File: src/rtl/core/rgbhsl_pkg.sv
// Shared types and constants of the RGB to HSL converter.
// Used by rgbhsl_front and rgb_to_hsl_converter; depends on nothing.
`default_nettype none

package rgbhsl_pkg;

    // Pixel and result field widths
    localparam int CHAN_W = 8;
    localparam int HUE_W  = 9;
    localparam int PCT_W  = 7;

    // Divider operand widths
    localparam int HUE_NUM_W = 18;   // 2*num + d, at most 183855
    localparam int SAT_NUM_W = 16;   // 200*d + sat_base, at most 51255
    localparam int DIV_DEN_W = 9;    // twice the divisor, at most 510
    localparam int QUO_W     = 9;    // quotient bits, hue reaches 360
    localparam int STEP_BITS = 3;    // quotient bits resolved per stage

    // Lightness: floor(x / 102) with x = 20*sum + 51, through a reciprocal
    localparam int LIG_X_W    = 14;
    localparam int LIG_RCP_W  = 10;
    localparam int LIG_PROD_W = LIG_X_W + LIG_RCP_W;
    localparam int LIG_SHIFT  = 16;
    localparam logic [LIG_RCP_W-1:0] LIG_RECIP = 10'd642;
    localparam logic [LIG_X_W-1:0]   LIG_DIV   = 14'd102;

    // Hue sector of the largest channel
    localparam logic [1:0] SEC_RED_UP   = 2'd0;
    localparam logic [1:0] SEC_RED_DOWN = 2'd1;
    localparam logic [1:0] SEC_GREEN    = 2'd2;
    localparam logic [1:0] SEC_BLUE     = 2'd3;

    // Operands handed from the front end to the dividers and lightness path
    typedef struct packed {
        logic [HUE_NUM_W-1:0] hue_num;
        logic [DIV_DEN_W-1:0] hue_den;
        logic [SAT_NUM_W-1:0] sat_num;
        logic [DIV_DEN_W-1:0] sat_den;
        logic [LIG_X_W-1:0]   lig_x;
        logic                 gray;
    } front_t;

endpackage

`default_nettype wire

File: src/rtl/core/rgb_to_hsl_converter.sv
// Top level of the RGB to HSL converter: front end, two dividers, lightness path.
// Depends on rgbhsl_pkg, rgbhsl_front and rgbhsl_div.
// Depth: 6 register stages (2 front, 3 divider, 1 output); hsl_valid is the last valid bit.
// Throughput: one pixel per clock while no result is held; the 3-bit-per-stage dividers set the depth.
// A stalled result freezes the whole pipeline, so nothing is lost or repeated.
// Reset (rst_n low, asynchronous) clears all valid bits; data registers are not reset.
`default_nettype none

module rgb_to_hsl_converter (
    input  wire logic                          clk,
    input  wire logic                          rst_n,
    input  wire logic                          pixel_valid,
    output logic                               pixel_stall,
    input  wire logic [rgbhsl_pkg::CHAN_W-1:0] red,
    input  wire logic [rgbhsl_pkg::CHAN_W-1:0] green,
    input  wire logic [rgbhsl_pkg::CHAN_W-1:0] blue,
    output logic                               hsl_valid,
    input  wire logic                          hsl_stall,
    output logic      [rgbhsl_pkg::HUE_W-1:0]  hue,
    output logic      [rgbhsl_pkg::PCT_W-1:0]  saturation,
    output logic      [rgbhsl_pkg::PCT_W-1:0]  lightness
);

    import rgbhsl_pkg::*;

    localparam int DEPTH = 6;

    logic                  en;
    logic [DEPTH-1:0]      valid_reg, valid_next;
    front_t                ops;
    logic [QUO_W-1:0]      hue_quo, sat_quo;

    logic [LIG_X_W-1:0]    lig_x_reg;
    logic [LIG_PROD_W-1:0] lig_prod_reg, lig_prod_next;
    logic [PCT_W-1:0]      lig_fix_reg, lig_fix_next, lig_dly_reg;
    logic [PCT_W-1:0]      lig_q0;
    logic [LIG_X_W-1:0]    lig_rem;
    logic [2:0]            gray_reg;

    logic [HUE_W-1:0]      hue_reg, hue_next;
    logic [PCT_W-1:0]      sat_reg, sat_next;
    logic [PCT_W-1:0]      lig_reg;

    // Advance the pipeline unless a finished word is held at the output
    assign en          = !(valid_reg[DEPTH-1] && hsl_stall);
    assign pixel_stall = !en;

    // Valid bits travel with the data
    assign valid_next = {valid_reg[DEPTH-2:0], pixel_valid};

    always_ff @(posedge clk or negedge rst_n)
    begin
        if (!rst_n)
        begin
            valid_reg <= '0;
        end
        else if (en)
        begin
            valid_reg <= valid_next;
        end
    end

    rgbhsl_front u_front (
        .clk   (clk),
        .en    (en),
        .red   (red),
        .green (green),
        .blue  (blue),
        .ops   (ops)
    );

    rgbhsl_div #(
        .NUM_W     (HUE_NUM_W),
        .DEN_W     (DIV_DEN_W),
        .QUO_W     (QUO_W),
        .STEP_BITS (STEP_BITS)
    ) u_hue_div (
        .clk (clk),
        .en  (en),
        .num (ops.hue_num),
        .den (ops.hue_den),
        .quo (hue_quo)
    );

    rgbhsl_div #(
        .NUM_W     (SAT_NUM_W),
        .DEN_W     (DIV_DEN_W),
        .QUO_W     (QUO_W),
        .STEP_BITS (STEP_BITS)
    ) u_sat_div (
        .clk (clk),
        .en  (en),
        .num (ops.sat_num),
        .den (ops.sat_den),
        .quo (sat_quo)
    );

    // Lightness: estimate x/102 by reciprocal, then fix the one-off underestimate
    assign lig_prod_next = LIG_PROD_W'(ops.lig_x) * LIG_PROD_W'(LIG_RECIP);
    assign lig_q0        = lig_prod_reg[LIG_SHIFT +: PCT_W];
    assign lig_rem       = lig_x_reg - LIG_X_W'(lig_q0) * LIG_DIV;
    assign lig_fix_next  = (lig_rem >= LIG_DIV) ? lig_q0 + 7'd1 : lig_q0;

    // Drop hue and saturation for gray pixels
    assign hue_next = gray_reg[2] ? '0 : hue_quo;
    assign sat_next = gray_reg[2] ? '0 : sat_quo[PCT_W-1:0];

    always_ff @(posedge clk)
    begin
        if (en)
        begin
            lig_x_reg    <= ops.lig_x;
            lig_prod_reg <= lig_prod_next;
            lig_fix_reg  <= lig_fix_next;
            lig_dly_reg  <= lig_fix_reg;
            gray_reg     <= {gray_reg[1:0], ops.gray};
            hue_reg      <= hue_next;
            sat_reg      <= sat_next;
            lig_reg      <= lig_dly_reg;
        end
    end

    assign hsl_valid  = valid_reg[DEPTH-1];
    assign hue        = hue_reg;
    assign saturation = sat_reg;
    assign lightness  = lig_reg;

    // Results stay in range
    assert property (@(posedge clk) disable iff (!rst_n)
        hsl_valid |-> (hue <= 9'd360 && saturation <= 7'd100 && lightness <= 7'd100))
        else $error("result out of range");

    // An accepted pixel occupies the first stage next cycle
    assert property (@(posedge clk) disable iff (!rst_n)
        pixel_valid && !pixel_stall |=> valid_reg[0])
        else $error("accepted pixel lost at entry");

    // A held output freezes every valid bit in the pipeline
    assert property (@(posedge clk) disable iff (!rst_n)
        hsl_valid && hsl_stall |=> $stable(valid_reg))
        else $error("pipeline moved while output held");

    // A result leaves only if a word sat in the stage before the output when the pipeline last advanced
    assert property (@(posedge clk) disable iff (!rst_n)
        en && !valid_reg[DEPTH-2] |=> !hsl_valid)
        else $error("result without a word behind it");

endmodule

`default_nettype wire

File: src/rtl/core/rgbhsl_div.sv
// Pipelined restoring divider, STEP_BITS quotient bits per register stage.
// Stand-alone; the quotient must fit in QUO_W bits.
`default_nettype none

module rgbhsl_div #(
    parameter int NUM_W     = 18,
    parameter int DEN_W     = 9,
    parameter int QUO_W     = 9,
    parameter int STEP_BITS = 3
) (
    input  wire logic             clk,
    input  wire logic             en,
    input  wire logic [NUM_W-1:0] num,
    input  wire logic [DEN_W-1:0] den,
    output logic      [QUO_W-1:0] quo
);

    localparam int REM_W  = (NUM_W > DEN_W + QUO_W) ? NUM_W : DEN_W + QUO_W;
    localparam int NSTAGE = (QUO_W + STEP_BITS - 1) / STEP_BITS;

    wire  [REM_W-1:0] stage_rem [NSTAGE];
    wire  [DEN_W-1:0] stage_den [NSTAGE];
    wire  [QUO_W-1:0] stage_quo [NSTAGE];

    logic [REM_W-1:0] rem_next [NSTAGE];
    logic [QUO_W-1:0] quo_next [NSTAGE];
    logic [REM_W-1:0] rem_reg  [NSTAGE];
    logic [DEN_W-1:0] den_reg  [NSTAGE];
    logic [QUO_W-1:0] quo_reg  [NSTAGE];

    // Feed each stage from the ports or from the stage before
    for (genvar s = 0; s < NSTAGE; s++)
    begin : g_feed
        if (s == 0)
        begin : g_first
            assign stage_rem[s] = REM_W'(num);
            assign stage_den[s] = den;
            assign stage_quo[s] = '0;
        end
        else
        begin : g_rest
            assign stage_rem[s] = rem_reg[s-1];
            assign stage_den[s] = den_reg[s-1];
            assign stage_quo[s] = quo_reg[s-1];
        end
    end

    // Resolve quotient bits from the top down, subtracting the shifted divisor
    always_comb
    begin : div_steps
        logic [REM_W-1:0] rem_v;
        logic [QUO_W-1:0] quo_v;
        logic [REM_W-1:0] trial;
        for (int s = 0; s < NSTAGE; s++)
        begin
            rem_v = stage_rem[s];
            quo_v = stage_quo[s];
            trial = '0;
            for (int b = 0; b < STEP_BITS; b++)
            begin
                if (s * STEP_BITS + b < QUO_W)
                begin
                    trial = REM_W'(stage_den[s]) << (QUO_W - 1 - s * STEP_BITS - b);
                    if (rem_v >= trial)
                    begin
                        rem_v = rem_v - trial;
                        quo_v[QUO_W - 1 - s * STEP_BITS - b] = 1'b1;
                    end
                end
            end
            rem_next[s] = rem_v;
            quo_next[s] = quo_v;
        end
    end

    // Advance all stages together
    always_ff @(posedge clk)
    begin
        if (en)
        begin
            for (int s = 0; s < NSTAGE; s++)
            begin
                rem_reg[s] <= rem_next[s];
                den_reg[s] <= stage_den[s];
                quo_reg[s] <= quo_next[s];
            end
        end
    end

    assign quo = quo_reg[NSTAGE-1];

endmodule

`default_nettype wire

File: src/rtl/core/rgbhsl_front.sv
// Front end: channel extrema and sector, then divider operands and lightness term.
// Two register stages; depends on rgbhsl_pkg.
`default_nettype none

module rgbhsl_front (
    input  wire logic                         clk,
    input  wire logic                         en,
    input  wire logic [rgbhsl_pkg::CHAN_W-1:0] red,
    input  wire logic [rgbhsl_pkg::CHAN_W-1:0] green,
    input  wire logic [rgbhsl_pkg::CHAN_W-1:0] blue,
    output rgbhsl_pkg::front_t                ops
);

    import rgbhsl_pkg::*;

    logic [CHAN_W-1:0] r_reg, g_reg, b_reg;
    logic [CHAN_W-1:0] mx_reg, mn_reg;
    logic [1:0]        sector_reg;
    logic [CHAN_W-1:0] mx_next, mn_next;
    logic [1:0]        sector_next;

    front_t            ops_reg, ops_next;

    logic [CHAN_W-1:0]    d;
    logic [CHAN_W:0]      sum;
    logic [CHAN_W-1:0]    sat_base;
    logic [HUE_NUM_W-1:0] d_ext, num;

    // Find largest and smallest channel; red wins ties, then green
    always_comb
    begin
        mx_next = red;
        mn_next = red;
        if (green > mx_next) mx_next = green;
        if (blue  > mx_next) mx_next = blue;
        if (green < mn_next) mn_next = green;
        if (blue  < mn_next) mn_next = blue;
        if (mx_next == red)
            sector_next = (green >= blue) ? SEC_RED_UP : SEC_RED_DOWN;
        else if (mx_next == green)
            sector_next = SEC_GREEN;
        else
            sector_next = SEC_BLUE;
    end

    always_ff @(posedge clk)
    begin
        if (en)
        begin
            r_reg      <= red;
            g_reg      <= green;
            b_reg      <= blue;
            mx_reg     <= mx_next;
            mn_reg     <= mn_next;
            sector_reg <= sector_next;
        end
    end

    // Build hue numerator for the sector, saturation and lightness operands
    always_comb
    begin
        d     = mx_reg - mn_reg;
        sum   = {1'b0, mx_reg} + {1'b0, mn_reg};
        d_ext = HUE_NUM_W'(d);
        case (sector_reg)
            SEC_RED_UP:
                num = (HUE_NUM_W'(g_reg) - HUE_NUM_W'(b_reg)) * 18'd60;
            SEC_RED_DOWN:
                num = d_ext * 18'd360 - (HUE_NUM_W'(b_reg) - HUE_NUM_W'(g_reg)) * 18'd60;
            SEC_GREEN:
                num = d_ext * 18'd120 + HUE_NUM_W'(b_reg) * 18'd60
                      - HUE_NUM_W'(r_reg) * 18'd60;
            SEC_BLUE:
                num = d_ext * 18'd240 + HUE_NUM_W'(r_reg) * 18'd60
                      - HUE_NUM_W'(g_reg) * 18'd60;
            default:
                num = '0;
        endcase

        sat_base = (sum <= 9'd255) ? sum[CHAN_W-1:0] : CHAN_W'(9'd510 - sum);

        ops_next.hue_num = (num << 1) + d_ext;
        ops_next.hue_den = {d, 1'b0};
        ops_next.sat_num = SAT_NUM_W'(d) * 16'd200 + SAT_NUM_W'(sat_base);
        ops_next.sat_den = {sat_base, 1'b0};
        ops_next.lig_x   = LIG_X_W'(sum) * 14'd20 + 14'd51;
        ops_next.gray    = (d == '0);
    end

    always_ff @(posedge clk)
    begin
        if (en)
        begin
            ops_reg <= ops_next;
        end
    end

    assign ops = ops_reg;

endmodule

`default_nettype wire
File: config.mk
export PLATFORM = sky130hd
export DESIGN_NAME = rgb_to_hsl_converter
export DESIGN_NICKNAME = d
export VERILOG_FILES = /design/src/rtl/core/rgbhsl_pkg.sv /design/src/rtl/core/rgb_to_hsl_converter.sv /design/src/rtl/core/rgbhsl_div.sv /design/src/rtl/core/rgbhsl_front.sv
export SDC_FILE = /design/constraint.sdc
export NUM_CORES = 2
export LEC_CHECK = 0
export ABC_AREA = 1
export BUFFER_PORTS_ARGS = -buffer_cell sky130_fd_sc_hd__buf_2
export CORE_AREA = 2 2 294 296
export DETAILED_ROUTE_END_ITERATION = 7
export DIE_AREA = 0 0 296 298
export MAX_ROUTING_LAYER = met4
export PLACE_DENSITY_LB_ADDON = 0.2
export SLEW_MARGIN = 20
export SYNTH_ARGS = -nofsm -noshare
export SYNTH_HDL_FRONTEND = slang
export SYNTH_SLANG_ARGS = --single-unit
File: constraint.sdc
create_clock -name clk -period 10.1 [get_ports clk]
set_input_delay 0.505 -clock clk [delete_from_list [all_inputs] [get_ports clk]]
set_output_delay 0.505 -clock clk [all_outputs]
set_load 0.1 [all_outputs]
# After elaboration in Yosys (flattened, before gate mapping)
# Memories as Yosys holds them, arrays and structs flattened. A register that Yosys moved wholly into a read port is not among the register bits.
# Cells that the tools add are included.
# W data, S select, Z words.
[word_totals]
ff_bits = 173
ram_bits = 216
in_bits = 28
out_inout_bits = 25
mem_count = 6
elab_cells = 152
[classes]
n_mul = 12
eq_ne = 5
n_addsub = 33
reduce_logical = 5
mux = 47
order_cmp = 25
[mem_list]
columns = ["name", "words", "word_bits", "rd", "rd_clocked_by_memory_dff", "write_ports", "line", "rtl"]
rows = [
  ["u_hue_div.rem_reg", 3, 18, 2, 0, 3, "rgbhsl_div.sv:27", "logic [REM_W-1:0] rem_reg [NSTAGE];"],
  ["u_sat_div.rem_reg", 3, 18, 2, 0, 3, "rgbhsl_div.sv:27", ""],
  ["u_hue_div.den_reg", 3, 9, 2, 0, 3, "rgbhsl_div.sv:28", "logic [DEN_W-1:0] den_reg [NSTAGE];"],
  ["u_hue_div.quo_reg", 3, 9, 3, 1, 3, "rgbhsl_div.sv:29", "logic [QUO_W-1:0] quo_reg [NSTAGE];"],
  ["u_sat_div.den_reg", 3, 9, 2, 0, 3, "rgbhsl_div.sv:28", ""],
  ["u_sat_div.quo_reg", 3, 9, 3, 1, 3, "rgbhsl_div.sv:29", ""],
]
[op_table]
columns = ["cell", "n"]
rows = [
  ["$mux W18", 18],
  ["$pmux W17 S4", 1],
  ["$mul A8 B4 Y12 const B", 5],
  ["$mux W8", 5],
  ["$ge A18 B10 Y1", 2],
  ["$ge A18 B11 Y1", 2],
  ["$ge A18 B12 Y1", 2],
  ["$ge A18 B13 Y1", 2],
  ["$ge A18 B14 Y1", 2],
  ["$ge A18 B15 Y1", 2],
  ["$ge A18 B16 Y1", 2],
  ["$ge A18 B9 Y1", 2],
  ["$mul A18 B4 Y15 const B", 2],
  ["$sub A18 B10 Y18", 2],
  ["$sub A18 B11 Y18", 2],
  ["$sub A18 B12 Y18", 2],
  ["$sub A18 B13 Y18", 2],
  ["$sub A18 B14 Y18", 2],
  ["$sub A18 B15 Y18", 2],
  ["$sub A18 B16 Y18", 2],
  ["$sub A18 B9 Y18", 2],
  ["$sub A17 B14 Y17", 2],
  ["$mul A14 B9 Y22 const B", 1],
  ["$mux W1", 21],
  ["other kinds (34)", 40],
]

# Depth between registers and ports, before layout
[logic_depth]
ltp_word = 7
ltp_mapped = 43
ltp_nobuf = 42

# Cells and area by module
# From an unflattened synthesis, not the netlist that was laid out.
[hier_totals]
cells_unflattened = 4972
hier_area_um2 = 37750.0
[modules_own_cells]
columns = ["module", "instances", "area_per_inst_um2", "cells_each", "seq_area_each_um2"]
rows = [
  ["rgbhsl_front", 1, 16632.2, 2180, 2912.8],
  ["rgbhsl_div at u_hue_div", 1, 8029.0, 1145, 2162.1],
  ["rgbhsl_div at u_sat_div", 1, 7828.8, 1102, 2162.1],
  ["rgb_to_hsl_converter", 1, 5260.0, 545, 1951.9],
]

# Least setup slack after synthesis
# No wires, ideal clock.
[synth_path]
kind = "reg2reg"
startpoint = "reg valid_reg[5]"
endpoint = "reg valid_reg[1]"
arrival_ns = 10.446
n_path_buf = 0
path_stages_with_launch = 4
period_less_slack_ns = 10.592
slack_ns = -0.492
required_time_ns = 9.954
setup_ns = 0.146
cell_sequence = "dfrtp_1 > nand2_1 > inv_1 > o21ai_0"
[synth_via]
elab_chain_len = 1
[synth_rtl]
columns = ["item", "line", "rtl"]
rows = [
  ["start, declared", "rgb_to_hsl_converter.sv:29", "logic [DEPTH-1:0] valid_reg, valid_next;"],
  ["start signal, assigned", "rgb_to_hsl_converter.sv:59", "valid_reg <= valid_next;"],
  ["$logic_and A1 B1 Y1", "rgb_to_hsl_converter.sv:45", "assign en = !(valid_reg[DEPTH-1] && hsl_stall);"],
  ["net pixel_stall", "rgb_to_hsl_converter.sv:13", "output logic pixel_stall,"],
]
# The timed path passes the listed nets, and every way through them passes these cells.
# A chain may end at the register's enable or synchronous reset.

==> results.md <==
| Metric | Reported | Unit |
| --- | --- | --- |
| Number of standard cells in the final layout excluding fillers | 5510 | - |
| Average cell area after synthesis | 7.89 | um^2 |
| Detailed-placement wirelength estimate | 66200 | um |
| Area overhead of the layout relative to synthesis | 8.09 | % |
| Number of setup violations in the final report | 0 | - |
| Clk Latency, worst-skew pair | 570 | ps |
| GRT overflow | 0 | - |
| Class of the tightest hold or removal check | in -> reg | - |
| Num rows | 107 | - |
| Number of detailed-route iterations in the first pass | 5 | - |
| Worst endpoint required time | 10400 | ps |
| Biggest cell delay along the critical path | 690 | ps |
| Number of synthesized flops with an enable pin | 275 | - |
| Arrival @ worst endpoint | 7900 | ps |
| Final count of hold timing violations | 0 | - |
| Most instantiated flip-flop cell in the synthesis netlist | edfxtp_1 | - |
| Diode count | 0 | - |
| Slew headroom | 36.9 | % |
| Maximum number of pins on one net before global-route repair | 157 | - |
| Final-layout setup total negative slack | 0 | ps |
| Area of the die | 88200 | um^2 |
| Nets | 5019 | - |
| Via-to-Cell Ratio | 4.90 | - |
| Post-layout minimum cycle time | 7600 | ps |
| Maximum Capacitance Violations | 0 | - |
| Netlist area before placement | 33800 | um^2 |
| Setup slack at placement | 2560 | ps |
| Unique masters post-synth | 61 | - |
| Number of storage elements in the synthesis netlist | 281 | - |
| Critical path start-end classification | reg -> reg | - |
| Crit-path slowest cell | xor2_1 | - |
| Placed insts | 5446 | - |
| Detailed-route wire length | 78900 | um |
| Proportion of layout cells with a drive suffix above 1 | 4.47 | % |
| Flip-flop count of the largest register, all copies and words added | 55 | - |
| Routability Congestion | 0.894 | - |
| DR iter-0 viols | 1238 | - |
| Final cycle utilization of the critical path | 75.2 | % |
| Area inside the core boundary | 84900 | um^2 |
| Number of input and output port buffers inserted | 52 | - |
| I/O pin cnt | 53 | - |
| Cts bufs inserted | 35 | - |
| Wire length of the first global-routing pass | 132000 | um |
| Worst-path fanout max | 8 | - |
| Post-DP Area | 35400 | um^2 |
| Post-route worst setup slack | 2500 | ps |
| # DRC | 0 | - |
| Initial antenna violation count | 0 | - |
| Gate count after technology mapping | 4281 | - |
| Result of the run | finished, final reports clean | - |
| CTS H-tree depth | 2 | - |
| Net count after synthesis | 4960 | - |
| Sinks on Clock Net | 281 | - |
| Root Driver | clkbuf_16 | - |
| Initial core utilization | 39.8 | % |
| Max Freq | 132 | MHz |
| Combined global-route utilization of all metal layers | 18.8 | % |
| Setup repair after global routing missed its margin | no | - |
| Via count of the first global-routing pass | 26.6k | - |
| Clock Skew | 21.8 | ps |
| Count of antenna-violating nets left after detailed routing | 0 | - |
| Resized Gates After CTS | 0 | - |
| Critical path endpoint category | register | - |
| Post-route standard cell area excluding fillers | 36500 | um^2 |
| DIE HEIGHT | 298 | um |
| Type of element launching the critical path | register | - |
| Clock transition at the registers of the reported paths | 60 | ps |
| Most used cell, CP | nand2_1 | - |
| Yosys warning total | 0 | - |
| WL/cell | 14.3 | um |
| Via total after detailed routing | 27.0k | - |
| Number of max-slew violations in the final report | 0 | - |
| Fill cell total of the finished layout | 8719 | - |
| Maximum root-to-sink buffer count | 3 | - |
| Ys async rst share | 2.14 | % |
| Clock tree from TritonCTS | yes | - |
| Die boundary width | 296 | um |
| Sequential area share after synthesis | 24.9 | % |
| Slew of the pin with the lowest slew margin | 947 | ps |
per-stage QoR:
stage | utilization (%) | hold slack, ps
5_1_grt | 43.0 | 136
4_1_cts | 43.0 | 120
3_5_place_dp | 41.7 | 333
3_3_place_gp | 41.7 | 335
6_report | 43.0 | 150
2_1_floorplan | - | 209
layout by cell type, fill, tap and decap left out, types with 7 or more instances in the layout:
| cell | count |
|---|---|
| a21o_1 | 21 |
| nor4_1 | 10 |
| inv_1 | 744 |
| a21oi_1 | 308 |
| buf_4 | 7 |
| buf_2 | 52 |
| nand2_4 | 8 |
| a211oi_1 | 7 |
| ha_1 | 515 |
| nand2_1 | 837 |
| nand2_2 | 9 |
| xor2_1 | 184 |
| o21ai_0 | 205 |
| o21ai_1 | 30 |
| nand3_2 | 8 |
| and2_1 | 10 |
| nand3_1 | 237 |
| or2_2 | 24 |
| o21bai_1 | 34 |
| o211ai_1 | 15 |
| o21a_1 | 13 |
| nand3b_1 | 24 |
| nor3_1 | 33 |
| xnor2_1 | 100 |
| edfxtp_1 | 275 |
| clkbuf_16 | 37 |
| inv_2 | 7 |
| nand4_1 | 80 |
| a31oi_1 | 14 |
| a21boi_0 | 8 |
| nor2_1 | 291 |
| fa_1 | 136 |
Yosys cell counts, types with 4 or more instances:
library cell | instances | area share, %
a211oi_1 | 7 | 0.16
o211ai_1 | 15 | 0.33
o21ai_0 | 205 | 3.0
nor2_1 | 291 | 3.2
a21oi_1 | 308 | 4.6
a21boi_0 | 8 | 0.18
a31oi_1 | 14 | 0.26
nand2_2 | 9 | 0.17
nand3_2 | 8 | 0.24
xor2_1 | 184 | 4.8
and2_1 | 10 | 0.19
o31ai_1 | 6 | 0.13
o21bai_1 | 34 | 0.76
nand3_1 | 237 | 3.5
nand4_1 | 80 | 1.5
or2_2 | 24 | 0.44
ha_1 | 515 | 19
nand3b_1 | 24 | 0.53
fa_1 | 136 | 8.1
nand2_1 | 838 | 9.3
xnor2_1 | 100 | 2.6
nor2_2 | 4 | 0.074
nor4_1 | 10 | 0.19
nor3_1 | 33 | 0.49
buf_2 | 16 | 0.24
o21ai_1 | 31 | 0.46
inv_2 | 7 | 0.078
nand2_4 | 8 | 0.27
o21a_1 | 13 | 0.29
edfxtp_1 | 275 | 24
inv_1 | 744 | 8.3
dfrtp_1 | 6 | 0.44
clkbuf_1 | 18 | 0.20
a21o_1 | 21 | 0.47
critical path, delay by kind of cell (launching register included):
kind	cells	cell delay, ps
buf+inv	4	420
xor+xnor	3	990
flops	1	410
fa+ha+maj	6	2130
compound gates	5	1220
simple gates	18	2150
final timing paths:
kind / from / endpoint / slack (ps) / cells past startpoint
worst max-delay path: u_front.mn_reg[0] / u_front.ops[64] / 2500 / 36
worst min-delay path: pixel_valid / valid_reg[0] / 150 / 3
worst max register to register: u_front.mn_reg[0] / u_front.ops[64] / 2500 / 36
worst min register to register: lig_fix_reg[4] / lig_dly_reg[4] / 410 / 0
max in group asynchronous: rst_n / valid_reg[4] / 9670 / 2
min in group asynchronous: rst_n / valid_reg[0] / 290 / 2
what timing repair did:
item / CTS / global route
endpoints found under the hold margin: 6 / 0
hold buffers: 1 / 0
setup buffers: 0 / 0
final cells by class:
cell class / instances / area (um^2) / area share, %
Clock buffer: 46 / 990 / 2.71
Clock inverter: 17 / 136 / 0.373
Inverter: 752 / 2830 / 7.74
Multi-Input combinational cell: 3209 / 22400 / 61.3
Sequential cell: 281 / 8410 / 23.0
Tap cell: 1144 / 1430 / 3.92
Timing Repair Buffer: 61 / 343 / 0.939
metal layers:
metal  up-vias  GRT usage [%]  wire, um
li1      14300              -         -
met1     12300           24.8     38900
met2       305           31.4     36600
met3        75           1.74      2080
met4         0           3.66      1340
met5         -              -         0
cell families (layout without fill, tap and decap cells):
family | count (synthesis) | in the layout | share of synthesized area, %
AO/OA/AOI/OAI | 682 | 682 | 11.2
XOR/XNOR | 284 | 284 | 7.36
adder cells (fa/ha/maj) | 651 | 651 | 27.1
buffers and inverters | 791 | 876 | 8.92
flip-flops | 281 | 281 | 24.9
multiplexers | 2 | 2 | 0.0667
AND/OR/NAND/NOR | 1590 | 1590 | 20.5
Power is not shown: default switching activity piles up to over one toggle a cycle in this logic, so the estimate is an artifact.
